===== config.mk =====
export PLATFORM = sky130hd
export DESIGN_NAME = keyword_operator_lexer_top
export DESIGN_NICKNAME = d
export VERILOG_FILES = /design/src/rtl/kol_pkg.sv /design/src/rtl/keyword_operator_lexer_top.sv /design/src/rtl/kol_front.sv /design/src/rtl/kol_cmd_fifo.sv /design/src/rtl/kol_back.sv
export VERILOG_INCLUDE_DIRS = /design/src /design/src/rtl
export SDC_FILE = /design/constraint.sdc
export NUM_CORES = 1
export LEC_CHECK = 0
export BUFFER_PORTS_ARGS = -buffer_cell sky130_fd_sc_hd__clkbuf_2
export CAP_MARGIN = 10
export CORE_MARGIN = 4
export CORE_UTILIZATION = 45
export CTS_CLUSTER_SIZE = 40
export DETAILED_ROUTE_END_ITERATION = 12
export GPL_TIMING_DRIVEN = 0
export PLACE_DENSITY = 0.63
export SLEW_MARGIN = 30
export SYNTH_ARGS = -nofsm -noshare
export SYNTH_HDL_FRONTEND = slang
export SYNTH_SLANG_ARGS = --single-unit

===== constraint.sdc =====
create_clock -name clk -period 4.3 [get_ports clk]
set_clock_uncertainty 0.05 [all_clocks]
set_input_delay 0.215 -clock clk [delete_from_list [all_inputs] [get_ports clk]]
set_output_delay 0.215 -clock clk [all_outputs]
set_load 0.02 [all_outputs]

===== src/rtl/assert_macros.svh =====
// Assertion macros shared by the lexer RTL.
// KOL_ASSERT checks a property on every rising clock edge outside reset.
// KOL_NEVER checks that an expression never holds outside reset.
`ifndef ASSERT_MACROS_SVH
`define ASSERT_MACROS_SVH
`ifndef NO_ASSERTIONS
`define KOL_ASSERT(name, clk, rst_n, prop) \
    name: assert property (@(posedge clk) disable iff (!rst_n) prop) \
        else $error("assertion failed");
`define KOL_NEVER(name, clk, rst_n, expr) \
    name: assert property (@(posedge clk) disable iff (!rst_n) !(expr)) \
        else $error("forbidden condition seen");
`else
`define KOL_ASSERT(name, clk, rst_n, prop)
`define KOL_NEVER(name, clk, rst_n, expr)
`endif
`endif


===== src/rtl/kol_pkg.sv =====
package kol_pkg;

    // Sizes
    localparam int MAX_IDENT_DEF  = 32;
    localparam int WINDOW_BYTES   = 9;
    localparam int MAX_RESULTS    = 48;
    localparam int CMDQ_DEPTH_DEF = 4;
    localparam int RCNT_W         = $clog2(MAX_RESULTS + 1);

    // Characters
    localparam logic [7:0] CH_TAB    = 8'h09;
    localparam logic [7:0] CH_NL     = 8'h0A;
    localparam logic [7:0] CH_CR     = 8'h0D;
    localparam logic [7:0] CH_SPACE  = 8'h20;
    localparam logic [7:0] CH_BANG   = 8'h21;
    localparam logic [7:0] CH_QUOTE  = 8'h22;
    localparam logic [7:0] CH_PCT    = 8'h25;
    localparam logic [7:0] CH_LPAREN = 8'h28;
    localparam logic [7:0] CH_RPAREN = 8'h29;
    localparam logic [7:0] CH_STAR   = 8'h2A;
    localparam logic [7:0] CH_PLUS   = 8'h2B;
    localparam logic [7:0] CH_COMMA  = 8'h2C;
    localparam logic [7:0] CH_MINUS  = 8'h2D;
    localparam logic [7:0] CH_DOT    = 8'h2E;
    localparam logic [7:0] CH_SLASH  = 8'h2F;
    localparam logic [7:0] CH_COLON  = 8'h3A;
    localparam logic [7:0] CH_SEMI   = 8'h3B;
    localparam logic [7:0] CH_LT     = 8'h3C;
    localparam logic [7:0] CH_EQ     = 8'h3D;
    localparam logic [7:0] CH_GT     = 8'h3E;
    localparam logic [7:0] CH_LSQ    = 8'h5B;
    localparam logic [7:0] CH_RSQ    = 8'h5D;
    localparam logic [7:0] CH_LBRACE = 8'h7B;
    localparam logic [7:0] CH_RBRACE = 8'h7D;

    // Token kinds
    localparam logic [5:0] TK_IDENT    = 6'd0;
    localparam logic [5:0] TK_FN       = 6'd1;
    localparam logic [5:0] TK_VAR      = 6'd2;
    localparam logic [5:0] TK_STRUCT   = 6'd3;
    localparam logic [5:0] TK_ENUM     = 6'd4;
    localparam logic [5:0] TK_SEMI     = 6'd6;
    localparam logic [5:0] TK_COLON    = 6'd7;
    localparam logic [5:0] TK_COMMA    = 6'd8;
    localparam logic [5:0] TK_DOT      = 6'd9;
    localparam logic [5:0] TK_IF       = 6'd10;
    localparam logic [5:0] TK_ELSE     = 6'd11;
    localparam logic [5:0] TK_LOOP     = 6'd12;
    localparam logic [5:0] TK_WHILE    = 6'd13;
    localparam logic [5:0] TK_RETURN   = 6'd15;
    localparam logic [5:0] TK_BREAK    = 6'd16;
    localparam logic [5:0] TK_CONTINUE = 6'd17;
    localparam logic [5:0] TK_LPAREN   = 6'd18;
    localparam logic [5:0] TK_RPAREN   = 6'd19;
    localparam logic [5:0] TK_LBRACE   = 6'd20;
    localparam logic [5:0] TK_RBRACE   = 6'd21;
    localparam logic [5:0] TK_LSQUARE  = 6'd22;
    localparam logic [5:0] TK_RSQUARE  = 6'd23;
    localparam logic [5:0] TK_RANGE    = 6'd24;
    localparam logic [5:0] TK_ASSIGN   = 6'd25;
    localparam logic [5:0] TK_LESS     = 6'd27;
    localparam logic [5:0] TK_GREATER  = 6'd29;
    localparam logic [5:0] TK_ADD      = 6'd31;
    localparam logic [5:0] TK_SUB      = 6'd33;
    localparam logic [5:0] TK_MUL      = 6'd35;
    localparam logic [5:0] TK_DIV      = 6'd37;
    localparam logic [5:0] TK_MOD      = 6'd39;
    localparam logic [5:0] TK_NOT      = 6'd41;

    // Commands from the classifier to the emitter
    localparam logic [1:0] CMD_NOP        = 2'd0;
    localparam logic [1:0] CMD_PUSH       = 2'd1;
    localparam logic [1:0] CMD_PUSH_FLUSH = 2'd2;
    localparam logic [1:0] CMD_TOKEN      = 2'd3;

    typedef struct packed {
        logic [1:0] op;
        logic [7:0] data;      // character, or token kind in the low bits
        logic       step_end;  // last command of one input word
        logic       drop;      // end of text: discard the buffer afterward
    } cmd_t;

endpackage


===== src/rtl/keyword_operator_lexer_top.sv =====
// Channel  | Handshake            | Word
// ---------+----------------------+--------------------------------------------------
// input    | push / full          | source_byte, end_of_text
// result   | pop / empty          | token_kind, char_value, ident_end, truncated,
//          |                      | run_last
//
// Once its 9-byte window is full, the front takes one byte per cycle unless the
// command queue is full, and issues at most one command per byte; an end_of_text byte
// drains the window, one byte a cycle while the queue has room. The back pops each
// command, reads from the buffer then outputs each flushed identifier character,
// emits tokens and closes each byte's run of results. Reset is asynchronous, active
// low, and clears all control state; the identifier buffer needs no clearing pass. A
// full command queue stalls the front, and a waiting result stalls the back only; the
// result register takes new words while the previous one is being popped.
module keyword_operator_lexer_top #(
    parameter int MAX_IDENT  = kol_pkg::MAX_IDENT_DEF,
    parameter int CMDQ_DEPTH = kol_pkg::CMDQ_DEPTH_DEF
) (
    input  logic       clk,
    input  logic       rst_n,
    input  logic       push,
    output logic       full,
    input  logic [7:0] source_byte,
    input  logic       end_of_text,
    output logic       empty,
    input  logic       pop,
    output logic [5:0] token_kind,
    output logic [7:0] char_value,
    output logic       ident_end,
    output logic       truncated,
    output logic       run_last
);

    kol_pkg::cmd_t front_cmd;
    kol_pkg::cmd_t back_cmd;
    logic          cmd_push;
    logic          cmd_full;
    logic          cmd_pop;
    logic          cmd_empty;

    kol_front u_front (
        .clk         (clk),
        .rst_n       (rst_n),
        .push        (push),
        .full        (full),
        .source_byte (source_byte),
        .end_of_text (end_of_text),
        .cmd_full    (cmd_full),
        .cmd_push    (cmd_push),
        .cmd         (front_cmd)
    );

    kol_cmd_fifo #(
        .DEPTH (CMDQ_DEPTH)
    ) u_cmd_fifo (
        .clk     (clk),
        .rst_n   (rst_n),
        .wr_en   (cmd_push),
        .wr_data (front_cmd),
        .full    (cmd_full),
        .rd_en   (cmd_pop),
        .rd_data (back_cmd),
        .empty   (cmd_empty)
    );

    kol_back #(
        .MAX_IDENT (MAX_IDENT)
    ) u_back (
        .clk        (clk),
        .rst_n      (rst_n),
        .cmd_empty  (cmd_empty),
        .cmd_pop    (cmd_pop),
        .cmd        (back_cmd),
        .empty      (empty),
        .pop        (pop),
        .token_kind (token_kind),
        .char_value (char_value),
        .ident_end  (ident_end),
        .truncated  (truncated),
        .run_last   (run_last)
    );

endmodule


===== src/rtl/kol_front.sv =====
module kol_front (
    input  logic          clk,
    input  logic          rst_n,
    input  logic          push,
    output logic          full,
    input  logic [7:0]    source_byte,
    input  logic          end_of_text,
    input  logic          cmd_full,
    output logic          cmd_push,
    output kol_pkg::cmd_t cmd
);

    localparam logic F_IDLE  = 1'b0;
    localparam logic F_DRAIN = 1'b1;

    localparam logic [7:0] CH_B = 8'h62;
    localparam logic [7:0] CH_C = 8'h63;
    localparam logic [7:0] CH_E = 8'h65;
    localparam logic [7:0] CH_F = 8'h66;
    localparam logic [7:0] CH_I = 8'h69;
    localparam logic [7:0] CH_L = 8'h6C;
    localparam logic [7:0] CH_R = 8'h72;
    localparam logic [7:0] CH_S = 8'h73;
    localparam logic [7:0] CH_V = 8'h76;
    localparam logic [7:0] CH_W = 8'h77;

    // Keywords, first letter in the top byte
    localparam logic [63:0] KW_FN       = {"fn", 48'd0};
    localparam logic [63:0] KW_VAR      = {"var", 40'd0};
    localparam logic [63:0] KW_STRUCT   = {"struct", 16'd0};
    localparam logic [63:0] KW_IF       = {"if", 48'd0};
    localparam logic [63:0] KW_ENUM     = {"enum", 32'd0};
    localparam logic [63:0] KW_ELSE     = {"else", 32'd0};
    localparam logic [63:0] KW_LOOP     = {"loop", 32'd0};
    localparam logic [63:0] KW_WHILE    = {"while", 24'd0};
    localparam logic [63:0] KW_RETURN   = {"return", 16'd0};
    localparam logic [63:0] KW_BREAK    = {"break", 24'd0};
    localparam logic [63:0] KW_CONTINUE = "continue";

    function automatic logic is_space(input logic [7:0] c);
        return (c == kol_pkg::CH_SPACE) || (c >= kol_pkg::CH_TAB && c <= kol_pkg::CH_CR);
    endfunction

    // Letters after the first match, byte n is present and is a delimiter
    function automatic logic kw_hit(input logic [8:0][7:0] w, input logic [3:0] fill,
                                    input logic [63:0] word, input logic [3:0] n,
                                    input logic alt_en, input logic [7:0] alt);
        logic       hit;
        logic [7:0] d;
        hit = fill > n;
        for (int k = 1; k < 8; k++) begin
            if (k < int'(n) && w[k] != word[63 - 8 * k -: 8])
                hit = 1'b0;
        end
        d = w[n];
        return hit && (is_space(d) || (alt_en && d == alt));
    endfunction

    logic            state_reg, state_next;
    logic [8:0][7:0] win_reg, win_next;
    logic [3:0]      fill_reg, fill_next;
    logic [3:0]      skip_reg, skip_next;
    logic            comment_reg, comment_next;
    logic            nonempty_reg, nonempty_next;
    logic            string_reg, string_next;

    logic [8:0][7:0] cw;
    logic [3:0]      cfill;
    logic            accept;
    logic            proc;
    logic            final_front;

    logic [1:0]      k_op;
    logic [7:0]      k_data;
    logic [3:0]      k_skip;
    logic            k_comment;
    logic            k_nonempty;
    logic            k_string;

    // Pick the window the classifier sees: when idle, the incoming byte tops a full window
    always_comb
    begin
        cw    = win_reg;
        cfill = fill_reg;
        if (state_reg == F_IDLE)
        begin
            cw[8] = source_byte;
            cfill = 4'd9;
        end
    end

    // Classify the front byte
    always_comb
    begin
        logic [7:0] c;
        logic       nxt;
        logic       eq;
        logic       kind_hit;
        logic [5:0] kind;
        logic [3:0] extra;
        logic       start_comment;

        c             = cw[0];
        nxt           = cfill > 4'd1;
        eq            = nxt && (cw[1] == kol_pkg::CH_EQ);
        kind_hit      = 1'b0;
        kind          = kol_pkg::TK_IDENT;
        extra         = 4'd0;
        start_comment = 1'b0;

        k_op       = kol_pkg::CMD_NOP;
        k_data     = 8'd0;
        k_skip     = skip_reg;
        k_comment  = comment_reg;
        k_nonempty = nonempty_reg;
        k_string   = string_reg;

        if (skip_reg != 4'd0)
        begin
            k_skip = skip_reg - 4'd1;
        end
        else if (comment_reg)
        begin
            if (c == kol_pkg::CH_NL)
                k_comment = 1'b0;
        end
        else if (nonempty_reg && string_reg)
        begin
            k_data = c;
            if (c == kol_pkg::CH_QUOTE)
            begin
                k_op       = kol_pkg::CMD_PUSH_FLUSH;
                k_nonempty = 1'b0;
                k_string   = 1'b0;
            end
            else
            begin
                k_op = kol_pkg::CMD_PUSH;
            end
        end
        else
        begin
            case (c)
                kol_pkg::CH_EQ:
                begin
                    kind_hit = 1'b1; kind = kol_pkg::TK_ASSIGN + {5'd0, eq};
                    extra = {3'd0, eq};
                end
                kol_pkg::CH_LT:
                begin
                    kind_hit = 1'b1; kind = kol_pkg::TK_LESS + {5'd0, eq};
                    extra = {3'd0, eq};
                end
                kol_pkg::CH_GT:
                begin
                    kind_hit = 1'b1; kind = kol_pkg::TK_GREATER + {5'd0, eq};
                    extra = {3'd0, eq};
                end
                kol_pkg::CH_PLUS:
                begin
                    kind_hit = 1'b1; kind = kol_pkg::TK_ADD + {5'd0, eq};
                    extra = {3'd0, eq};
                end
                kol_pkg::CH_MINUS:
                begin
                    kind_hit = 1'b1; kind = kol_pkg::TK_SUB + {5'd0, eq};
                    extra = {3'd0, eq};
                end
                kol_pkg::CH_STAR:
                begin
                    kind_hit = 1'b1; kind = kol_pkg::TK_MUL + {5'd0, eq};
                    extra = {3'd0, eq};
                end
                kol_pkg::CH_PCT:
                begin
                    kind_hit = 1'b1; kind = kol_pkg::TK_MOD + {5'd0, eq};
                    extra = {3'd0, eq};
                end
                kol_pkg::CH_BANG:
                begin
                    kind_hit = 1'b1; kind = kol_pkg::TK_NOT + {5'd0, eq};
                    extra = {3'd0, eq};
                end
                kol_pkg::CH_SLASH:
                begin
                    if (nxt && cw[1] == kol_pkg::CH_SLASH)
                    begin
                        start_comment = 1'b1;
                    end
                    else
                    begin
                        kind_hit = 1'b1; kind = kol_pkg::TK_DIV + {5'd0, eq};
                        extra = {3'd0, eq};
                    end
                end
                kol_pkg::CH_LPAREN: begin kind_hit = 1'b1; kind = kol_pkg::TK_LPAREN; end
                kol_pkg::CH_RPAREN: begin kind_hit = 1'b1; kind = kol_pkg::TK_RPAREN; end
                kol_pkg::CH_LBRACE: begin kind_hit = 1'b1; kind = kol_pkg::TK_LBRACE; end
                kol_pkg::CH_RBRACE: begin kind_hit = 1'b1; kind = kol_pkg::TK_RBRACE; end
                kol_pkg::CH_LSQ:    begin kind_hit = 1'b1; kind = kol_pkg::TK_LSQUARE; end
                kol_pkg::CH_RSQ:    begin kind_hit = 1'b1; kind = kol_pkg::TK_RSQUARE; end
                kol_pkg::CH_SEMI:   begin kind_hit = 1'b1; kind = kol_pkg::TK_SEMI; end
                kol_pkg::CH_COLON:  begin kind_hit = 1'b1; kind = kol_pkg::TK_COLON; end
                kol_pkg::CH_COMMA:  begin kind_hit = 1'b1; kind = kol_pkg::TK_COMMA; end
                kol_pkg::CH_DOT:
                begin
                    kind_hit = 1'b1;
                    if (nxt && cw[1] == kol_pkg::CH_DOT)
                    begin
                        kind  = kol_pkg::TK_RANGE;
                        extra = 4'd1;
                    end
                    else
                    begin
                        kind = kol_pkg::TK_DOT;
                    end
                end
                CH_V:
                    if (kw_hit(cw, cfill, KW_VAR, 4'd3, 1'b0, kol_pkg::CH_SPACE))
                    begin
                        kind_hit = 1'b1; kind = kol_pkg::TK_VAR; extra = 4'd3;
                    end
                CH_S:
                    if (kw_hit(cw, cfill, KW_STRUCT, 4'd6, 1'b0, kol_pkg::CH_SPACE))
                    begin
                        kind_hit = 1'b1; kind = kol_pkg::TK_STRUCT; extra = 4'd6;
                    end
                CH_I:
                    if (kw_hit(cw, cfill, KW_IF, 4'd2, 1'b0, kol_pkg::CH_SPACE))
                    begin
                        kind_hit = 1'b1; kind = kol_pkg::TK_IF; extra = 4'd2;
                    end
                CH_E:
                    if (kw_hit(cw, cfill, KW_ENUM, 4'd4, 1'b0, kol_pkg::CH_SPACE))
                    begin
                        kind_hit = 1'b1; kind = kol_pkg::TK_ENUM; extra = 4'd4;
                    end
                    else if (kw_hit(cw, cfill, KW_ELSE, 4'd4, 1'b0, kol_pkg::CH_SPACE))
                    begin
                        kind_hit = 1'b1; kind = kol_pkg::TK_ELSE; extra = 4'd4;
                    end
                CH_L:
                    if (kw_hit(cw, cfill, KW_LOOP, 4'd4, 1'b1, kol_pkg::CH_LBRACE))
                    begin
                        kind_hit = 1'b1; kind = kol_pkg::TK_LOOP; extra = 4'd3;
                    end
                CH_W:
                    if (kw_hit(cw, cfill, KW_WHILE, 4'd5, 1'b0, kol_pkg::CH_SPACE))
                    begin
                        kind_hit = 1'b1; kind = kol_pkg::TK_WHILE; extra = 4'd5;
                    end
                CH_F:
                    if (kw_hit(cw, cfill, KW_FN, 4'd2, 1'b0, kol_pkg::CH_SPACE))
                    begin
                        kind_hit = 1'b1; kind = kol_pkg::TK_FN; extra = 4'd2;
                    end
                CH_R:
                    if (kw_hit(cw, cfill, KW_RETURN, 4'd6, 1'b1, kol_pkg::CH_SEMI))
                    begin
                        kind_hit = 1'b1; kind = kol_pkg::TK_RETURN; extra = 4'd5;
                    end
                CH_B:
                    if (kw_hit(cw, cfill, KW_BREAK, 4'd5, 1'b1, kol_pkg::CH_SEMI))
                    begin
                        kind_hit = 1'b1; kind = kol_pkg::TK_BREAK; extra = 4'd4;
                    end
                CH_C:
                    if (kw_hit(cw, cfill, KW_CONTINUE, 4'd8, 1'b1, kol_pkg::CH_SEMI))
                    begin
                        kind_hit = 1'b1; kind = kol_pkg::TK_CONTINUE; extra = 4'd7;
                    end
                default: ;
            endcase

            if (kind_hit)
            begin
                k_op       = kol_pkg::CMD_TOKEN;
                k_data     = {2'b00, kind};
                k_skip     = extra;
                k_nonempty = 1'b0;
                k_string   = 1'b0;
            end
            else if (start_comment)
            begin
                k_comment = 1'b1;
            end
            else if (!is_space(c))
            begin
                k_op   = kol_pkg::CMD_PUSH;
                k_data = c;
                if (!nonempty_reg)
                    k_string = (c == kol_pkg::CH_QUOTE);
                k_nonempty = 1'b1;
            end
        end
    end

    // Handshake and command issue
    assign full        = (state_reg != F_IDLE) || ((fill_reg == 4'd8) && cmd_full);
    assign accept      = push && !full;
    assign final_front = (state_reg == F_DRAIN) && (fill_reg == 4'd1);
    assign proc        = (state_reg == F_IDLE)
                         ? (accept && !end_of_text && (fill_reg == 4'd8))
                         : !cmd_full;
    assign cmd_push    = proc && ((k_op != kol_pkg::CMD_NOP) || final_front);

    always_comb
    begin
        cmd.op       = k_op;
        cmd.data     = k_data;
        cmd.step_end = (state_reg == F_IDLE) || final_front;
        cmd.drop     = final_front;
    end

    // Advance window and classifier state
    always_comb
    begin
        state_next    = state_reg;
        win_next      = win_reg;
        fill_next     = fill_reg;
        skip_next     = skip_reg;
        comment_next  = comment_reg;
        nonempty_next = nonempty_reg;
        string_next   = string_reg;

        if (proc)
        begin
            for (int i = 0; i < kol_pkg::WINDOW_BYTES - 1; i++)
                win_next[i] = cw[i + 1];
            win_next[8]   = 8'd0;
            skip_next     = k_skip;
            comment_next  = k_comment;
            nonempty_next = k_nonempty;
            string_next   = k_string;
            if (state_reg == F_DRAIN)
                fill_next = fill_reg - 4'd1;
            if (final_front)
            begin
                state_next    = F_IDLE;
                skip_next     = 4'd0;
                comment_next  = 1'b0;
                nonempty_next = 1'b0;
                string_next   = 1'b0;
            end
        end
        else if (accept)
        begin
            win_next[fill_reg] = source_byte;
            fill_next          = fill_reg + 4'd1;
            if (end_of_text)
                state_next = F_DRAIN;
        end
    end

    always_ff @(posedge clk or negedge rst_n)
    begin
        if (!rst_n)
        begin
            state_reg    <= F_IDLE;
            win_reg      <= '0;
            fill_reg     <= 4'd0;
            skip_reg     <= 4'd0;
            comment_reg  <= 1'b0;
            nonempty_reg <= 1'b0;
            string_reg   <= 1'b0;
        end
        else
        begin
            state_reg    <= state_next;
            win_reg      <= win_next;
            fill_reg     <= fill_next;
            skip_reg     <= skip_next;
            comment_reg  <= comment_next;
            nonempty_reg <= nonempty_next;
            string_reg   <= string_next;
        end
    end

endmodule


===== src/rtl/kol_cmd_fifo.sv =====
`include "assert_macros.svh"

module kol_cmd_fifo #(
    parameter int DEPTH = kol_pkg::CMDQ_DEPTH_DEF
) (
    input  logic          clk,
    input  logic          rst_n,
    input  logic          wr_en,
    input  kol_pkg::cmd_t wr_data,
    output logic          full,
    input  logic          rd_en,
    output kol_pkg::cmd_t rd_data,
    output logic          empty
);

    localparam int PTR_W = (DEPTH > 1) ? $clog2(DEPTH) : 1;
    localparam int CNT_W = $clog2(DEPTH + 1);

    kol_pkg::cmd_t    slot_reg [DEPTH];
    logic [PTR_W-1:0] wr_ptr_reg, wr_ptr_next;
    logic [PTR_W-1:0] rd_ptr_reg, rd_ptr_next;
    logic [CNT_W-1:0] count_reg, count_next;
    logic             do_wr;
    logic             do_rd;

    assign full    = (count_reg == CNT_W'(DEPTH));
    assign empty   = (count_reg == '0);
    assign do_wr   = wr_en && !full;
    assign do_rd   = rd_en && !empty;
    assign rd_data = slot_reg[rd_ptr_reg];

    // Advance pointers with wrap
    always_comb
    begin
        wr_ptr_next = wr_ptr_reg;
        rd_ptr_next = rd_ptr_reg;
        count_next  = count_reg;
        if (do_wr)
            wr_ptr_next = (wr_ptr_reg == PTR_W'(DEPTH - 1)) ? '0 : wr_ptr_reg + 1'b1;
        if (do_rd)
            rd_ptr_next = (rd_ptr_reg == PTR_W'(DEPTH - 1)) ? '0 : rd_ptr_reg + 1'b1;
        if (do_wr && !do_rd)
            count_next = count_reg + 1'b1;
        else if (do_rd && !do_wr)
            count_next = count_reg - 1'b1;
    end

    always_ff @(posedge clk or negedge rst_n)
    begin
        if (!rst_n)
        begin
            wr_ptr_reg <= '0;
            rd_ptr_reg <= '0;
            count_reg  <= '0;
        end
        else
        begin
            wr_ptr_reg <= wr_ptr_next;
            rd_ptr_reg <= rd_ptr_next;
            count_reg  <= count_next;
        end
    end

    // Store the word
    always_ff @(posedge clk)
    begin
        if (do_wr)
            slot_reg[wr_ptr_reg] <= wr_data;
    end

    `KOL_NEVER(a_no_write_when_full, clk, rst_n, wr_en && full)
    `KOL_NEVER(a_no_read_when_empty, clk, rst_n, rd_en && empty)

endmodule


===== src/rtl/kol_back.sv =====
`include "assert_macros.svh"

module kol_back #(
    parameter int MAX_IDENT = kol_pkg::MAX_IDENT_DEF
) (
    input  logic          clk,
    input  logic          rst_n,
    input  logic          cmd_empty,
    output logic          cmd_pop,
    input  kol_pkg::cmd_t cmd,
    output logic          empty,
    input  logic          pop,
    output logic [5:0]    token_kind,
    output logic [7:0]    char_value,
    output logic          ident_end,
    output logic          truncated,
    output logic          run_last
);

    localparam int LEN_W = $clog2(MAX_IDENT + 1);
    localparam int IDX_W = $clog2(MAX_IDENT);
    localparam int RW    = kol_pkg::RCNT_W;

    localparam logic [2:0] B_IDLE = 3'd0;
    localparam logic [2:0] B_RD   = 3'd1;
    localparam logic [2:0] B_CHAR = 3'd2;
    localparam logic [2:0] B_TOK  = 3'd3;
    localparam logic [2:0] B_FIN  = 3'd4;

    typedef struct packed {
        logic [5:0] kind;
        logic [7:0] ch;
        logic       last_ch;
        logic       trunc;
    } res_t;

    logic [7:0]       ident_mem [MAX_IDENT];
    logic [7:0]       rd_data_reg;

    logic [2:0]       state_reg, state_next;
    kol_pkg::cmd_t    cmd_reg, cmd_next;
    logic [LEN_W-1:0] len_reg, len_next;
    logic             ovf_reg, ovf_next;
    logic [LEN_W-1:0] idx_reg, idx_next;
    logic [RW-1:0]    cnt_reg, cnt_next;
    logic             pend_valid_reg, pend_valid_next;
    res_t             pend_reg, pend_next;
    logic             out_valid_reg, out_valid_next;
    res_t             out_reg, out_next;
    logic             out_last_reg, out_last_next;

    logic             mem_we;
    logic             out_free;
    logic             out_load;
    logic             emit_req;
    logic             emit_ok;
    logic             room;
    logic             last_char;
    res_t             emit_res;

    assign out_free  = !out_valid_reg || pop;
    assign room      = cnt_reg < RW'(kol_pkg::MAX_RESULTS);
    assign emit_ok   = !room || !pend_valid_reg || out_free;
    assign last_char = (idx_reg + LEN_W'(1)) == len_reg;

    // Sequence commands: append, flush the buffer, emit tokens, close steps
    always_comb
    begin
        state_next      = state_reg;
        cmd_next        = cmd_reg;
        len_next        = len_reg;
        ovf_next        = ovf_reg;
        idx_next        = idx_reg;
        cnt_next        = cnt_reg;
        pend_valid_next = pend_valid_reg;
        pend_next       = pend_reg;
        out_next        = out_reg;
        out_last_next   = out_last_reg;
        out_load        = 1'b0;
        mem_we          = 1'b0;
        cmd_pop         = 1'b0;
        emit_req        = 1'b0;
        emit_res        = '0;

        case (state_reg)
            B_IDLE:
            begin
                if (!cmd_empty)
                begin
                    cmd_pop  = 1'b1;
                    cmd_next = cmd;
                    case (cmd.op)
                        kol_pkg::CMD_PUSH, kol_pkg::CMD_PUSH_FLUSH:
                        begin
                            if (len_reg < LEN_W'(MAX_IDENT))
                            begin
                                mem_we   = 1'b1;
                                len_next = len_reg + LEN_W'(1);
                            end
                            else
                            begin
                                ovf_next = 1'b1;
                            end
                            if (cmd.op == kol_pkg::CMD_PUSH_FLUSH)
                            begin
                                idx_next   = '0;
                                state_next = B_RD;
                            end
                            else
                            begin
                                state_next = cmd.step_end ? B_FIN : B_IDLE;
                            end
                        end
                        kol_pkg::CMD_TOKEN:
                        begin
                            idx_next   = '0;
                            state_next = (len_reg != '0) ? B_RD : B_TOK;
                        end
                        default:
                        begin
                            state_next = cmd.step_end ? B_FIN : B_IDLE;
                        end
                    endcase
                end
            end
            B_RD:
            begin
                state_next = B_CHAR;
            end
            B_CHAR:
            begin
                emit_req         = 1'b1;
                emit_res.kind    = kol_pkg::TK_IDENT;
                emit_res.ch      = rd_data_reg;
                emit_res.last_ch = last_char;
                emit_res.trunc   = ovf_reg;
                if (emit_ok)
                begin
                    if (last_char)
                    begin
                        len_next = '0;
                        ovf_next = 1'b0;
                        if (cmd_reg.op == kol_pkg::CMD_TOKEN)
                            state_next = B_TOK;
                        else
                            state_next = cmd_reg.step_end ? B_FIN : B_IDLE;
                    end
                    else
                    begin
                        idx_next   = idx_reg + LEN_W'(1);
                        state_next = B_RD;
                    end
                end
            end
            B_TOK:
            begin
                emit_req      = 1'b1;
                emit_res.kind = cmd_reg.data[5:0];
                if (emit_ok)
                    state_next = cmd_reg.step_end ? B_FIN : B_IDLE;
            end
            B_FIN:
            begin
                // Close the step: the held word becomes the last of its run
                if (!pend_valid_reg || out_free)
                begin
                    if (pend_valid_reg)
                    begin
                        out_load      = 1'b1;
                        out_next      = pend_reg;
                        out_last_next = 1'b1;
                    end
                    pend_valid_next = 1'b0;
                    cnt_next        = '0;
                    if (cmd_reg.drop)
                    begin
                        len_next = '0;
                        ovf_next = 1'b0;
                    end
                    state_next = B_IDLE;
                end
            end
            default:
            begin
                state_next = B_IDLE;
            end
        endcase

        // Hold the newest word; release the one before it
        if (emit_req && emit_ok && room)
        begin
            cnt_next = cnt_reg + RW'(1);
            if (pend_valid_reg)
            begin
                out_load      = 1'b1;
                out_next      = pend_reg;
                out_last_next = 1'b0;
            end
            pend_next       = emit_res;
            pend_valid_next = 1'b1;
        end

        if (out_load)
            out_valid_next = 1'b1;
        else if (pop)
            out_valid_next = 1'b0;
        else
            out_valid_next = out_valid_reg;
    end

    always_ff @(posedge clk or negedge rst_n)
    begin
        if (!rst_n)
        begin
            state_reg      <= B_IDLE;
            len_reg        <= '0;
            ovf_reg        <= 1'b0;
            idx_reg        <= '0;
            cnt_reg        <= '0;
            pend_valid_reg <= 1'b0;
            out_valid_reg  <= 1'b0;
        end
        else
        begin
            state_reg      <= state_next;
            len_reg        <= len_next;
            ovf_reg        <= ovf_next;
            idx_reg        <= idx_next;
            cnt_reg        <= cnt_next;
            pend_valid_reg <= pend_valid_next;
            out_valid_reg  <= out_valid_next;
        end
    end

    // Payload registers
    always_ff @(posedge clk)
    begin
        cmd_reg      <= cmd_next;
        pend_reg     <= pend_next;
        out_reg      <= out_next;
        out_last_reg <= out_last_next;
    end

    // Identifier buffer: append at the fill point, registered read
    always_ff @(posedge clk)
    begin
        if (mem_we)
            ident_mem[len_reg[IDX_W-1:0]] <= cmd.data;
        rd_data_reg <= ident_mem[idx_reg[IDX_W-1:0]];
    end

    assign empty      = !out_valid_reg;
    assign token_kind = out_reg.kind;
    assign char_value = out_reg.ch;
    assign ident_end  = out_reg.last_ch;
    assign truncated  = out_reg.trunc;
    assign run_last   = out_last_reg;

    `KOL_ASSERT(a_len_bound, clk, rst_n, len_reg <= LEN_W'(MAX_IDENT))
    `KOL_ASSERT(a_cnt_bound, clk, rst_n, cnt_reg <= RW'(kol_pkg::MAX_RESULTS))
    `KOL_ASSERT(a_idx_in_buffer, clk, rst_n,
                (state_reg == B_RD || state_reg == B_CHAR) |-> idx_reg < len_reg)
    `KOL_NEVER(a_no_out_overwrite, clk, rst_n, out_load && !out_free)
    `KOL_ASSERT(a_fin_empties_hold, clk, rst_n,
                (state_reg == B_FIN && out_free) |=> !pend_valid_reg)

endmodule


==> summary.md, run 1 <==
For this run, the detailed router's first-pass iteration total came to 7. The area of the mapped netlist is 21,800 µm², and the total global routing overflow is 0. For this design the top-level I/O count stands at 32.

The number of global-route vias before repair was 14,500. The post-detailed-route via-to-cell ratio was 5.94; the post-CTS clock slew at the launch and capture registers of the worst setup and hold paths was 70 ps. The count of synthesis-stage warnings from yosys came out at 0.

The fraction of met1 tracks used by global routing was 0.302; the number of nets in the synthesized netlist was 1,776. Antenna diode count: 0. The wire length of the first global-routing pass is 87.0 mm, and the data required time at the worst endpoint is 4780 ps. The number of pins with negative max-slew slack in the final report is 0, and the shortest period the worst path allows is 3890 ps.

By startpoint and endpoint, the worst setup path is classified as reg2reg. Setup repair after global routing left no endpoint under its margin. The total of buffers placed on input and output ports works out to 29. The detailed router finished its first iteration with 1,250 violations.

The run gives 0.618 as the sequential share of the synthesized area. In this run, placement finished with an instance count of 2,386. Element type at the critical path end: a register. The number of flops mapped to enable cells by yosys works out to 347. The worst reg2reg path depth is 14.

For the final count of negative-setup-slack endpoints, the log shows 0. met2 is the most crowded layer. The floorplan step defined a core boundary enclosing 47,800 µm². The aggregate global-route resource usage is 0.212, and the final clock period utilization by the worst path is 0.904. After clock tree synthesis, the repair step resized 0 gates. Adding up every negative setup slack in the final design gives 0 ps. In this run the deepest clock path goes through 3 buffers. The H-tree generated during clock tree synthesis spans 2 levels. Timing would allow up to 0.257 GHz. The min-delay analysis places its worst path in the category in2reg. Once placement finished, the instance area stood at 22,800 µm².

The area of the die is 52,000 µm², and the number of distinct library cells after synthesis is 94. The flow ran to the end, and the final reports show no timing, DRC or antenna violations. The die height was 228 µm; the worst voltage drop across the vdd grid was 0.379 mV.

Power density over cell area: 675 nW/µm². The tools report the type of origin of the critical path as a register. After synthesis, the mean cell area works out to 12.5 µm². Along the worst hold path, the cell count comes to 5. In this run the register-to-register setup slack is 410 ps.

Startpoint of the lowest-slack hold path: push. In the routed design, unresolved DRC markers number 0. The total detailed-routing wirelength was 55.4 mm; the largest driver fanout on the critical path was 10. Global-route met2 utilization: 0.335. Summed over all nets, the half-perimeter wirelength after detailed placement is 38.2 mm. TritonCTS built the clock tree. The tools report the routed via count as 14,800. For this run, the number of standard cells in the final layout without fillers is 2,483. The max-capacitance violation count came out at 0.

The post-synthesis async set-or-reset flop share came out at 0.245. The startpoint identified for the worst register-to-register timing path is u_front.fill_reg[1]. The logs give 4,069 for the final-layout fill cell count and 80 for the cell row count. In the final design database the tool counted 1,861 nets.

At the worst endpoint, the arrival time is 4360 ps. The initial core utilization was 0.455. The met3 demand-to-capacity share in global routing was 0.0413. The root buffer cell chosen for the clock tree is sky130_fd_sc_hd__clkbuf_16.

From left edge to right edge, the die measures 228 µm. The flop and latch count out of synthesis came out at 470. For the final non-filler cell area, the log shows 24,400 µm².

The logs give 470 for the TritonCTS sink count and 0 for the number of antenna violations at the first check in global routing. The run gives 1,741 as the number of standard cells after synthesis. The tools report the end of the critical path as u_cmd_fifo.count_reg[2]. The average wire per cell in the routed design works out to 22.3 µm. The CTS buffer count is 50, and the flip-flop count of the largest register, all copies and words added is 256. The proportion of layout cells with a drive suffix above 1 works out to 0.109. Among all flip-flop cells after synthesis, the most frequent one is sky130_fd_sc_hd__edfxtp_1.

The tools report the launching instance or port of the critical path as u_front.fill_reg[1]. Summed over all cells, the static leakage comes to 8.70 nW. For the worst slew slack as a fraction of its limit, the log shows 0.340. The transition time at the pin with the least slew margin was 981 ps; the final weighted congestion in routability-driven placement was 0.957. Compared with the post-synthesis result, the final layout area differs by 12.0%. The count of nets left with antenna violations once routing finished came out at 0. The latest clock arrival within the worst-skew pair is 600 ps. In this run the critical register-to-register path is captured at u_cmd_fifo.count_reg[2]. Entering global routing, the biggest net connects 62 pins. The tools report the final hold violation count as 0.
-- metal layers --
| metal | share of wire | vias up |
|---|---|---|
| met5 | 0 | - |
| met4 | 0.030 | 0 |
| met3 | 0.060 | 117 |
| met2 | 0.47 | 515 |
| met1 | 0.44 | 7341 |
| li1 | - | 6785 |
-- stage by stage --
step / util / hold WS, ps / setup WS, ps / power, mW
floorplan: - / -131 / 1110 / 10.4
global placement: 0.474 / 372 / 371 / 12.2
detailed placement: 0.476 / 160 / 457 / 12.3
CTS: 0.510 / 34.6 / 438 / 16.5
global route: 0.510 / 114 / 42.5 / 17.4
finish: 0.510 / 65.8 / 414 / 16.5
-- report_power, final --
group	internal, mW	switching [mW]	leakage, nW
sequential	6.40	0.521	4.77
combinational	1.68	3.64	3.14
clock	2.42	1.80	0.785
total	10.5	5.95	8.70
-- critical path, cell delays in order, from the launching register on --
cell and delay [ps]:
sky130_fd_sc_hd__dfrtp_1 540, sky130_fd_sc_hd__inv_1 110, sky130_fd_sc_hd__ha_1 250, sky130_fd_sc_hd__and3b_1 230, sky130_fd_sc_hd__a311oi_2 360, sky130_fd_sc_hd__nand2_1 320, sky130_fd_sc_hd__nor2_1 190, sky130_fd_sc_hd__nor2_1 170
sky130_fd_sc_hd__nor2_1 430, sky130_fd_sc_hd__ha_1 280, sky130_fd_sc_hd__inv_1 60, sky130_fd_sc_hd__fa_1 380, sky130_fd_sc_hd__xor2_1 150, sky130_fd_sc_hd__nor2_1 110, sky130_fd_sc_hd__xor2_1 150
-- Yosys cell counts, types with 6 or more instances --
cell	count	share of area
sky130_fd_sc_hd__nor2b_1	15	0.0043
sky130_fd_sc_hd__buf_2	25	0.0057
sky130_fd_sc_hd__a22oi_1	59	0.020
sky130_fd_sc_hd__nor3_1	30	0.0069
sky130_fd_sc_hd__nor2_1	156	0.027
sky130_fd_sc_hd__o221ai_1	24	0.0096
sky130_fd_sc_hd__nand3_1	28	0.0064
sky130_fd_sc_hd__nor4b_1	17	0.0068
sky130_fd_sc_hd__and3_1	9	0.0026
sky130_fd_sc_hd__a31oi_1	10	0.0029
sky130_fd_sc_hd__ha_1	21	0.012
sky130_fd_sc_hd__clkbuf_1	62	0.011
sky130_fd_sc_hd__nand4b_1	9	0.0036
sky130_fd_sc_hd__dfrtp_1	115	0.13
sky130_fd_sc_hd__and2_1	31	0.0089
sky130_fd_sc_hd__mux2i_1	82	0.038
sky130_fd_sc_hd__dfxtp_1	8	0.0074
sky130_fd_sc_hd__or3_1	12	0.0034
sky130_fd_sc_hd__nand3b_1	13	0.0045
sky130_fd_sc_hd__or4_1	11	0.0038
sky130_fd_sc_hd__o21ai_0	57	0.013
sky130_fd_sc_hd__a21oi_1	48	0.011
sky130_fd_sc_hd__or4b_1	7	0.0032
sky130_fd_sc_hd__nor4_1	15	0.0043
sky130_fd_sc_hd__xnor2_1	16	0.0064
sky130_fd_sc_hd__a211oi_1	6	0.0021
sky130_fd_sc_hd__a222oi_1	6	0.0028
sky130_fd_sc_hd__nor3b_1	6	0.0021
sky130_fd_sc_hd__nand2_1	257	0.044
sky130_fd_sc_hd__nand2b_1	11	0.0032
sky130_fd_sc_hd__o22ai_1	13	0.0037
sky130_fd_sc_hd__nand4_1	9	0.0026
sky130_fd_sc_hd__edfxtp_1	347	0.48
sky130_fd_sc_hd__mux4_2	44	0.045
sky130_fd_sc_hd__buf_1	13	0.0022
sky130_fd_sc_hd__inv_1	32	0.0055
-- kinds of logic (layout without fill, tap and decap cells) --
group           count (synthesis)  after routing  share of synthesized area
mux                           132            132                     0.0866
flops                         470            470                      0.618
buf+inv                       135            262                     0.0252
fa+ha+maj                      22             22                     0.0130
compound gates                292            292                     0.0944
xor+xnor                       20             20                    0.00804
simple gates                  670            670                      0.155
-- area by class of cell --
type / instances / area (µm²) / area share
buffer: 102 / 428 / 0.0175
clock buffer: 64 / 1360 / 0.0555
clock inverter: 30 / 254 / 0.0104
inverter: 33 / 124 / 0.00508
multi-input combinational: 1136 / 7790 / 0.320
sequential: 470 / 13500 / 0.552
tap: 615 / 769 / 0.0315
timing repair buffer: 33 / 211 / 0.00867
-- cell usage in the layout, fill, tap and decap left out, types with 15 or more instances in the layout --
master / n
sky130_fd_sc_hd__clkbuf_1: 72
sky130_fd_sc_hd__xnor2_1: 16
sky130_fd_sc_hd__a21oi_1: 48
sky130_fd_sc_hd__o21ai_0: 57
sky130_fd_sc_hd__nor4_1: 15
sky130_fd_sc_hd__clkinv_1: 15
sky130_fd_sc_hd__o221ai_1: 24
sky130_fd_sc_hd__nand3_1: 28
sky130_fd_sc_hd__mux4_2: 44
sky130_fd_sc_hd__and2_1: 31
sky130_fd_sc_hd__a22oi_1: 59
sky130_fd_sc_hd__edfxtp_1: 347
sky130_fd_sc_hd__buf_2: 26
sky130_fd_sc_hd__dfrtp_1: 115
sky130_fd_sc_hd__nor2_1: 156
sky130_fd_sc_hd__ha_1: 21
sky130_fd_sc_hd__nor4b_1: 16
sky130_fd_sc_hd__nor3_1: 30
sky130_fd_sc_hd__mux2i_1: 82
sky130_fd_sc_hd__clkbuf_16: 51
sky130_fd_sc_hd__nor2b_1: 15
sky130_fd_sc_hd__clkbuf_2: 29
sky130_fd_sc_hd__inv_1: 32
sky130_fd_sc_hd__nand2_1: 257
-- worst min-delay path by stage --
stage,end,slack (ps)
2_1_floorplan,u_back.cnt_reg[0],-130
3_3_place_gp,u_back.out_valid_reg,370
3_5_place_dp,u_front.cw[56],160
4_1_cts,u_front.state_reg,30
5_1_grt,u_front.state_reg,110
6_report,u_front.state_reg,70
-- timing repair --
item,4_1_cts,5_1_grt
hold buffers,3,0
buffers inserted,0,0
endpoints found under the hold margin,118,0
No activity file was read; power rests on OpenSTA's default activity.
==> inputs of run 2 (changes only) <==
--- a/config.mk
+++ b/config.mk
@@ -10,3 +10,3 @@
 export CAP_MARGIN = 10
-export CORE_MARGIN = 4
+export CORE_MARGIN = 5
 export CORE_UTILIZATION = 45
==> constraint.sdc (replaced) <==
create_clock -name clk -period 4.3 [get_ports clk]
set_clock_uncertainty 0.05 [all_clocks]
set_input_delay 0.43 -clock clk [delete_from_list [all_inputs] [get_ports clk]]
set_output_delay 0.43 -clock clk [all_outputs]
set_load 0.02 [all_outputs]
==> run 2 against run 1 <==
Compared with the run above: sequential power hardly changed; critical path depth stayed put; wire length hardly changed; cell count hardly changed; cell area is 0.12% higher; hold slack better by 59 ps; critical path type unchanged.
==> summary.md, run 2 (synthesis gave the netlist of run 1 again) <==
The run gives 1,219 (-2.5%) as the violation count after the first detailed-route iteration. The worst voltage drop across the vdd grid came out at 0.444 mV (+17%). The worst reg2reg path depth was 14 (unchanged). Area of the die: 52,900 µm² (+1.8%). The latest clock arrival within the worst-skew pair is 600 ps (about the same), and the power density over cell area is 677 nW/µm² (+0.38%). The maximum clock path buffer count is 3 (unchanged), and the worst slew slack as a fraction of its limit is 0.368 (+0.0279). The total detailed-routing wirelength is 55.4 mm (about the same), and the number of routed nets with antenna violations is 0 (unchanged). The tools report the area of the core region as 47,800 µm² (unchanged). Final hold violation count: 0 (unchanged). STA classifies the critical path endpoint as a register.

The post-detailed-route via-to-cell ratio was 5.94 (about the same). The die height is 230 µm (+0.88%), and the max-capacitance violation count is 0 (unchanged). The leakage power summed over all cells was 8.72 nW (+0.22%).

The logs give 38.1 mm (-0.12%) for the final HPWL from detailed placement and 0.321 (-0.002) for the share of total power in combinational logic. The switching component of the power was 5.98 mW (+0.43%). The run gives 32 (unchanged) as the number of I/O pins. The number of antenna violations at the first check in global routing is 0 (unchanged). For the CTS buffer count, the log shows 50 (unchanged). The worst setup path is of the reg2reg kind. The number of nets in the final layout is 1,860 (-0.054%). The logs give 0.455 (unchanged) for the initial core utilization and 4,143 (+1.8%) for the final-layout fill cell count. The flip-flop count of the largest register, all copies and words added works out to 256 (unchanged). The iteration count of the initial detailed-routing pass is 8 (+1), and the switching share of total power is 0.362 (about the same). The cell sitting at the root of the clock tree is a sky130_fd_sc_hd__clkbuf_16.

The TritonCTS sink count is 470 (unchanged), and the aggregate negative setup slack is 0 ps (unchanged). Walking the worst path, the cells encountered are inv_1 -> ha_1 -> and3b_1 -> a311oi_2 -> nand2_1 -> nor2_1 -> nor2_1 -> nor2_1 -> ha_1 -> inv_1 -> fa_1 -> xor2_1 -> nor2_1 -> xor2_1. The flow ran to the end, and the final reports show no timing, DRC or antenna violations. In this run the critical register-to-register path is launched from u_front.fill_reg[1]. The largest driver fanout on the critical path works out to 10 (unchanged). Data arrival at the endpoint of the critical path: 4380 ps (+20 ps).

The final clock period utilization by the worst path is 0.911 (+0.00783). The most numerous cell type found on the critical path is sky130_fd_sc_hd__nor2_1. Leaving out fill and tap cells, the most frequent cells in the layout are sky130_fd_sc_hd__edfxtp_1, sky130_fd_sc_hd__nand2_1, sky130_fd_sc_hd__nor2_1.

The number of global-route vias before repair came out at 14,500 (-0.014%). Setup repair after global routing left no endpoint under its margin. The cell row count is 80 (unchanged), and the final core area utilization is 0.510 (+0.000627). TritonCTS built the clock tree. The die boundary width was 230 µm (+0.88%). The launching instance or port of the critical path was u_front.fill_reg[1].

Kind of path behind the tightest hold check: in2reg. The sequential cell fraction of total power came out at 0.418 (-0.003). The area after detailed placement came out at 22,800 µm² (unchanged). The transition time at the pin with the least slew margin works out to 935 ps (-45.6 ps).

The post-CTS repair timing setup buffer count was 0 (unchanged); the final non-filler cell area was 24,400 µm² (+0.12%). The H-tree level count was 2 (unchanged); the antenna diode count was 0 (unchanged). The logs give 0.941 (-1.7%) for the final weighted congestion in routability-driven placement and 0.255 GHz (-0.86%) for the maximum clock frequency.

The area added between synthesis and finish came out at 12.1%. The final count of negative-setup-slack endpoints is 0 (unchanged). Following the worst setup path forward leads to its endpoint at u_cmd_fifo.count_reg[2].

Aggregate global-route resource usage: 0.207 (-0.00559). On the critical path, the stage with the largest delay is an instance of sky130_fd_sc_hd__dfrtp_1. The total of buffers placed on input and output ports was 29 (unchanged).

The tools report the type of origin of the critical path as a register. Proportion of layout cells with a drive suffix above 1: 0.113 (+0.00434). The total global routing overflow was 0 (unchanged); the count of instances resized after the clock tree is built was 0 (unchanged). The logs give 4770 ps (about the same) for the data required time at the worst endpoint and 380 ps (-30 ps) for the register-to-register path setup slack. The logs give 0 (unchanged) for the number of design rule violations left after detail routing and 14,800 (-0.047%) for the routed via count.

The largest net degree at the start of global routing is 71 (+15%), and the average wire per cell in the routed design is 22.3 µm (+0.11%). The endpoint identified for the worst register-to-register timing path is u_cmd_fifo.count_reg[2]. The clock power share came out at 0.260 (+0.004). The most frequent standard cell in the layout excluding fill and tap cells was sky130_fd_sc_hd__edfxtp_1. Peak per-stage delay on the critical path: 520 ps (-20 ps). The tools report the internal power as 10.6 mW (+0.55%). Post-CTS clock slew at the launch and capture registers of the worst setup and hold paths: 60 ps (about the same). The shortest period the worst path allows was 3920 ps (+33.7 ps); the number of pins with negative max-slew slack in the final report was 0 (unchanged). For the total chip power, the log shows 16.5 mW (+0.51%).

The hold buffer count at cts was 2 (-1). The wire length of the first global-routing pass was 86.2 mm (-0.90%).
[run 2: changes by cell type in the layout (fill, tap and decap cells not counted), sizes merged]
| cell | change |
|---|---|
| clkinvlp | +1 |
| bufinv | +1 |
| inv | +1 |
| clkinv | -3 |
| dlygate4sd3 | -1 |
[run 2: routing by layer]
layer	global-route usage	vias to the layer above	part of all wire
met2	0.335	500	0.47
met3	0.0353	114	0.057
met1	0.287	7353	0.44
met5	0	-	0
li1	-	6784	-
met4	0.0667	0	0.030
[run 2: worst min path at each step]
| stage | startpoint | end | slack, ps | cells past startpoint |
|---|---|---|---|---|
| 2_1_floorplan | rst_n | u_back.cnt_reg[0] | 80 | 0 |
| 3_3_place_gp | u_front.string_reg | u_front.string_reg | 440 | 1 |
| 3_5_place_dp | rst_n | u_front.win_reg[70] | 340 | 1 |
| 4_1_cts | end_of_text | u_front.win_reg[71] | 90 | 3 |
| 5_1_grt | end_of_text | u_front.win_reg[71] | 130 | 3 |
| 6_report | end_of_text | u_front.win_reg[71] | 120 | 3 |
[run 2: stage by stage]
step                setup slack, ps  hold WS, ps  std cells
detailed placement              456          339       2386
finish                          381          125       2482
global placement                319          441       2385
CTS                             396         90.3       2482
global route                   19.1          130       2482
floorplan                      1110         84.4       1741
[run 2: critical path: cells and delay by family, from the launching register on]
family | cells | cell delay [ps]
XOR/XNOR | 2 | 310
buffers and inverters | 2 | 170
adder cells (fa/ha/maj) | 3 | 900
AND/OR/NAND/NOR | 6 | 1520
AO/OA/AOI/OAI | 1 | 370
flip-flops | 1 | 520
[run 2: power groups by stage]
stage	combinational, mW	sequential, mW	clock, mW
global route	5.81	7.01	4.59
detailed placement	5.31	7.00	0
finish	5.32	6.92	4.30
floorplan	3.56	6.87	0
CTS	5.34	6.92	4.39
global placement	5.18	6.96	0
[run 2: final cells by class]
| class | count | area (µm²) | share of cell area |
|---|---|---|---|
| buffer | 102 | 428 | 0.0175 |
| clock buffer | 64 | 1350 | 0.0551 |
| multi-input combinational | 1136 | 7790 | 0.319 |
| tap | 615 | 769 | 0.0315 |
| sequential | 470 | 13500 | 0.551 |
| timing repair buffer | 32 | 201 | 0.00825 |
| inverter | 33 | 124 | 0.00507 |
| clock inverter | 30 | 305 | 0.0125 |
==> inputs of run 3 (changes only) <==
PLACE_DENSITY = not set   (was 0.63)
PLACE_DENSITY_LB_ADDON = 0.3   (was not set)
clock period = 3.4 ns   (was 4.3 ns; I/O delays follow)
==> run 3 against run 2 <==
Compared with the run above: via count grew 1.1%; cell count is the same; highest routed layer unchanged; die area is the same.
==> summary.md, run 3 (synthesis gave the netlist of run 1 again) <==
The largest net degree at the start of global routing was 61 (-14%). Transition time at the pin with the least slew margin: 987 ps (+51.9 ps). The element type at the critical path end was a register. The tools report the latest clock arrival within the worst-skew pair as 600 ps (about the same). Setup repair after global routing could not meet its margin everywhere. The maximum clock path buffer count is 3 (unchanged). The run gives 47,800 µm² (unchanged) as the area of the core region. The aggregate negative setup slack is 0 ps (unchanged). The number of pins with negative max-slew slack in the final report came out at 0 (unchanged). The tools report the cell row count as 80 (unchanged). The logs give 4,069 (-1.8%) for the final-layout fill cell count and 0 (unchanged) for the number of antenna violations at the first check in global routing.

The run gives 0 (unchanged) as the number of design rule violations left after detail routing. Logic depth of the worst setup path including buffers: 8 (-6). The power density over cell area came out at 848 nW/µm² (+25%). Worst reg2reg path depth: 8 (-6). TritonCTS built the clock tree. The number of cells on the worst hold path is 5 (+2). The total of buffers placed on input and output ports is 29 (unchanged). The final count of negative-setup-slack endpoints is 0 (unchanged). The critical path in this run is classified as reg2reg. The signal on the critical path passes through clkbuf_1 -> mux4_2 -> inv_1 -> ha_1 -> nor2b_1 -> nor2b_2 -> nand2_2 -> nor2_2.

The share of total power in combinational logic was 0.330 (+0.009). Tracing the worst setup path back leads to its startpoint at u_cmd_fifo.rd_ptr_reg[0]. The number of placed cells counting well taps is 2,386 (unchanged), and the die height is 230 µm (unchanged). The die boundary width was 230 µm (unchanged). The run gives 13.4 mW (+27%) as the internal power. The worst register-to-register path begins at u_cmd_fifo.rd_ptr_reg[0]. The violation count after the first detailed-route iteration came out at 1,335 (+9.5%).

The worst flop-to-flop path endpoint is u_back.ident_mem[29][0]. The final cell count without fillers came out at 2,482 (unchanged). CTS buffer count: 48 (-4.0%). The switching share of total power was 0.362 (about the same); the routed via count was 14,900 (+1.1%).

The peak per-stage delay on the critical path works out to 610 ps (+90 ps). The flip-flop count of the largest register, all copies and words added is 256 (unchanged), and the H-tree level count is 2 (unchanged). Startpoint of the lowest-slack hold path: push. The run gives 54.5 mm (-1.6%) as the total detailed-routing wirelength. The run gives 3490 ps (-890 ps) as the data arrival at the endpoint of the critical path. The library cell used most frequently in the layout, excluding fill and tap cells, is sky130_fd_sc_hd__edfxtp_1. The post-CTS clock slew at the launch and capture registers of the worst setup and hold paths is 60 ps (about the same). The proportion of layout cells with a drive suffix above 1 was 0.140 (+0.0273).

The final weighted congestion in routability-driven placement was 0.951 (+1.0%). The aggregate global-route resource usage is 0.204 (-0.00262), and the total global routing overflow is 0 (unchanged). The slowest stage of the critical path belongs to the cell sky130_fd_sc_hd__mux4_2. The shortest period the worst path allows came out at 3310 ps (-605 ps). The kind of path behind the tightest hold check is in2reg.

The logs give 8130 µm² (+4.4%) for the footprint of the multi-input gates and 0 (unchanged) for the max-capacitance violation count. The antenna diode count was 0 (unchanged); the leakage power summed over all cells was 8.74 nW (+0.24%). The number of nets in the final layout was 1,863 (+0.16%).

The TritonCTS sink count was 470 (unchanged). The final hold violation count was 0 (unchanged). The logs give 90 ps (-290 ps) for the register-to-register path setup slack and 0 (unchanged) for the number of routed nets with antenna violations. The run gives 0.302 GHz (+18%) as the maximum clock frequency. The area of the die is 52,900 µm² (unchanged). The area taken by flip-flops and latches is 13,500 µm² (about the same), and the average wire per cell in the routed design is 22.0 µm (-1.6%).

The clock power share came out at 0.253 (-0.007). Wire length of the first global-routing pass: 85.9 mm (-0.38%). From synthesis to final layout, the design area changed by 13.7%.

The top cell types in the final layout, fill and taps aside, are sky130_fd_sc_hd__edfxtp_1, sky130_fd_sc_hd__nand2_1, sky130_fd_sc_hd__nor2_1. The sequential cell fraction of total power came out at 0.417 (about the same). The worst voltage drop across the vdd grid was 0.407 mV (-8.5%). The post-detailed-route via-to-cell ratio was 6.01 (+1.1%).

On the critical path the largest part of the delay comes from simple AND/OR/NAND/NOR gates. The tools report the initial core utilization as 0.455 (unchanged). The worst setup path is launched from a register. The final HPWL from detailed placement came out at 37.4 mm (-2.0%).

Cell at the root of the clock tree: sky130_fd_sc_hd__clkbuf_16. The number of global-route vias before repair is 14,700 (+2.0%). End of the critical path: u_back.ident_mem[29][0]. The tools report the switching component of the power as 7.60 mW (+27%). The worst path buffer plus inverter count was 2 (unchanged); the data required time at the worst endpoint was 3570 ps (-1200 ps). The iteration count of the initial detailed-routing pass came out at 7 (-1).

The flow ran to the end, and the final reports show no timing, DRC or antenna violations. The final clock period utilization by the worst path was 0.975 (+0.0632). The largest driver fanout on the critical path was 8 (-2); the worst slew slack as a fraction of its limit was 0.342 (-0.0261).

For the number of I/O pins, the log shows 32 (unchanged).
run 3: tightest hold or removal path, delay by kind of cell:
kind,cells,cell delay [ps]
AO/OA/AOI/OAI,3,270
buffers and inverters,2,210
run 3: timing repair:
action | CTS | global route
resized for setup | 67 | 24
pin swaps | 2 | 2
setup endpoints to repair | 314 | 291
buffers inserted | 2 | 2
hold endpoints to repair | 61 | 0
hold buffers | 3 | 0
run 3: layout make-up:
type	count	area share
Clock inverter	26	0.0107
Buffer	102	0.0174
Inverter	33	0.00500
Sequential cell	470	0.544
Timing Repair Buffer	37	0.00975
Clock buffer	63	0.0541
Multi-Input combinational cell	1136	0.328
Tap cell	615	0.0311
run 3: worst min path at each step:
stage / endpoint / slack [ps]
finish: u_front.state_reg / 210
global route: u_front.win_reg[71] / 240
CTS: u_front.state_reg / 170
detailed placement: u_front.cw[57] / 300
global placement: u_front.string_reg / 440
floorplan: u_back.cnt_reg[0] / -6
run 3: metal layers:
metal  routed length, µm  up-vias  track usage
li1                    -     6783            -
met1               23500     7426        0.284
met2               25900      566        0.332
met3                3230      134       0.0279
met4                1900        0       0.0730
met5                   0        -            0
run 3: power by group through the flow:
stage | logic, mW | clock network (mW) | registers [mW]
2_1_floorplan | 4.50 | 0 | 8.69
3_3_place_gp | 6.47 | 0 | 8.80
3_5_place_dp | 6.67 | 0 | 8.85
5_1_grt | 7.58 | 5.67 | 8.85
6_report | 6.93 | 5.31 | 8.75
4_1_cts | 6.84 | 5.42 | 8.74
run 3: through the flow:
step / area [µm²] / worst slack, ps / power, mW / hold slack, ps / utilization
floorplan: 21800 / 209 / 13.2 / -5.59 / -
global placement: 22700 / -525 / 15.3 / 439 / 0.474
detailed placement: 22800 / -471 / 15.5 / 298 / 0.476
CTS: 24600 / 21.2 / 21.0 / 167 / 0.515
global route: 24800 / -122 / 22.1 / 241 / 0.518
finish: 24800 / 86.2 / 21.0 / 212 / 0.518
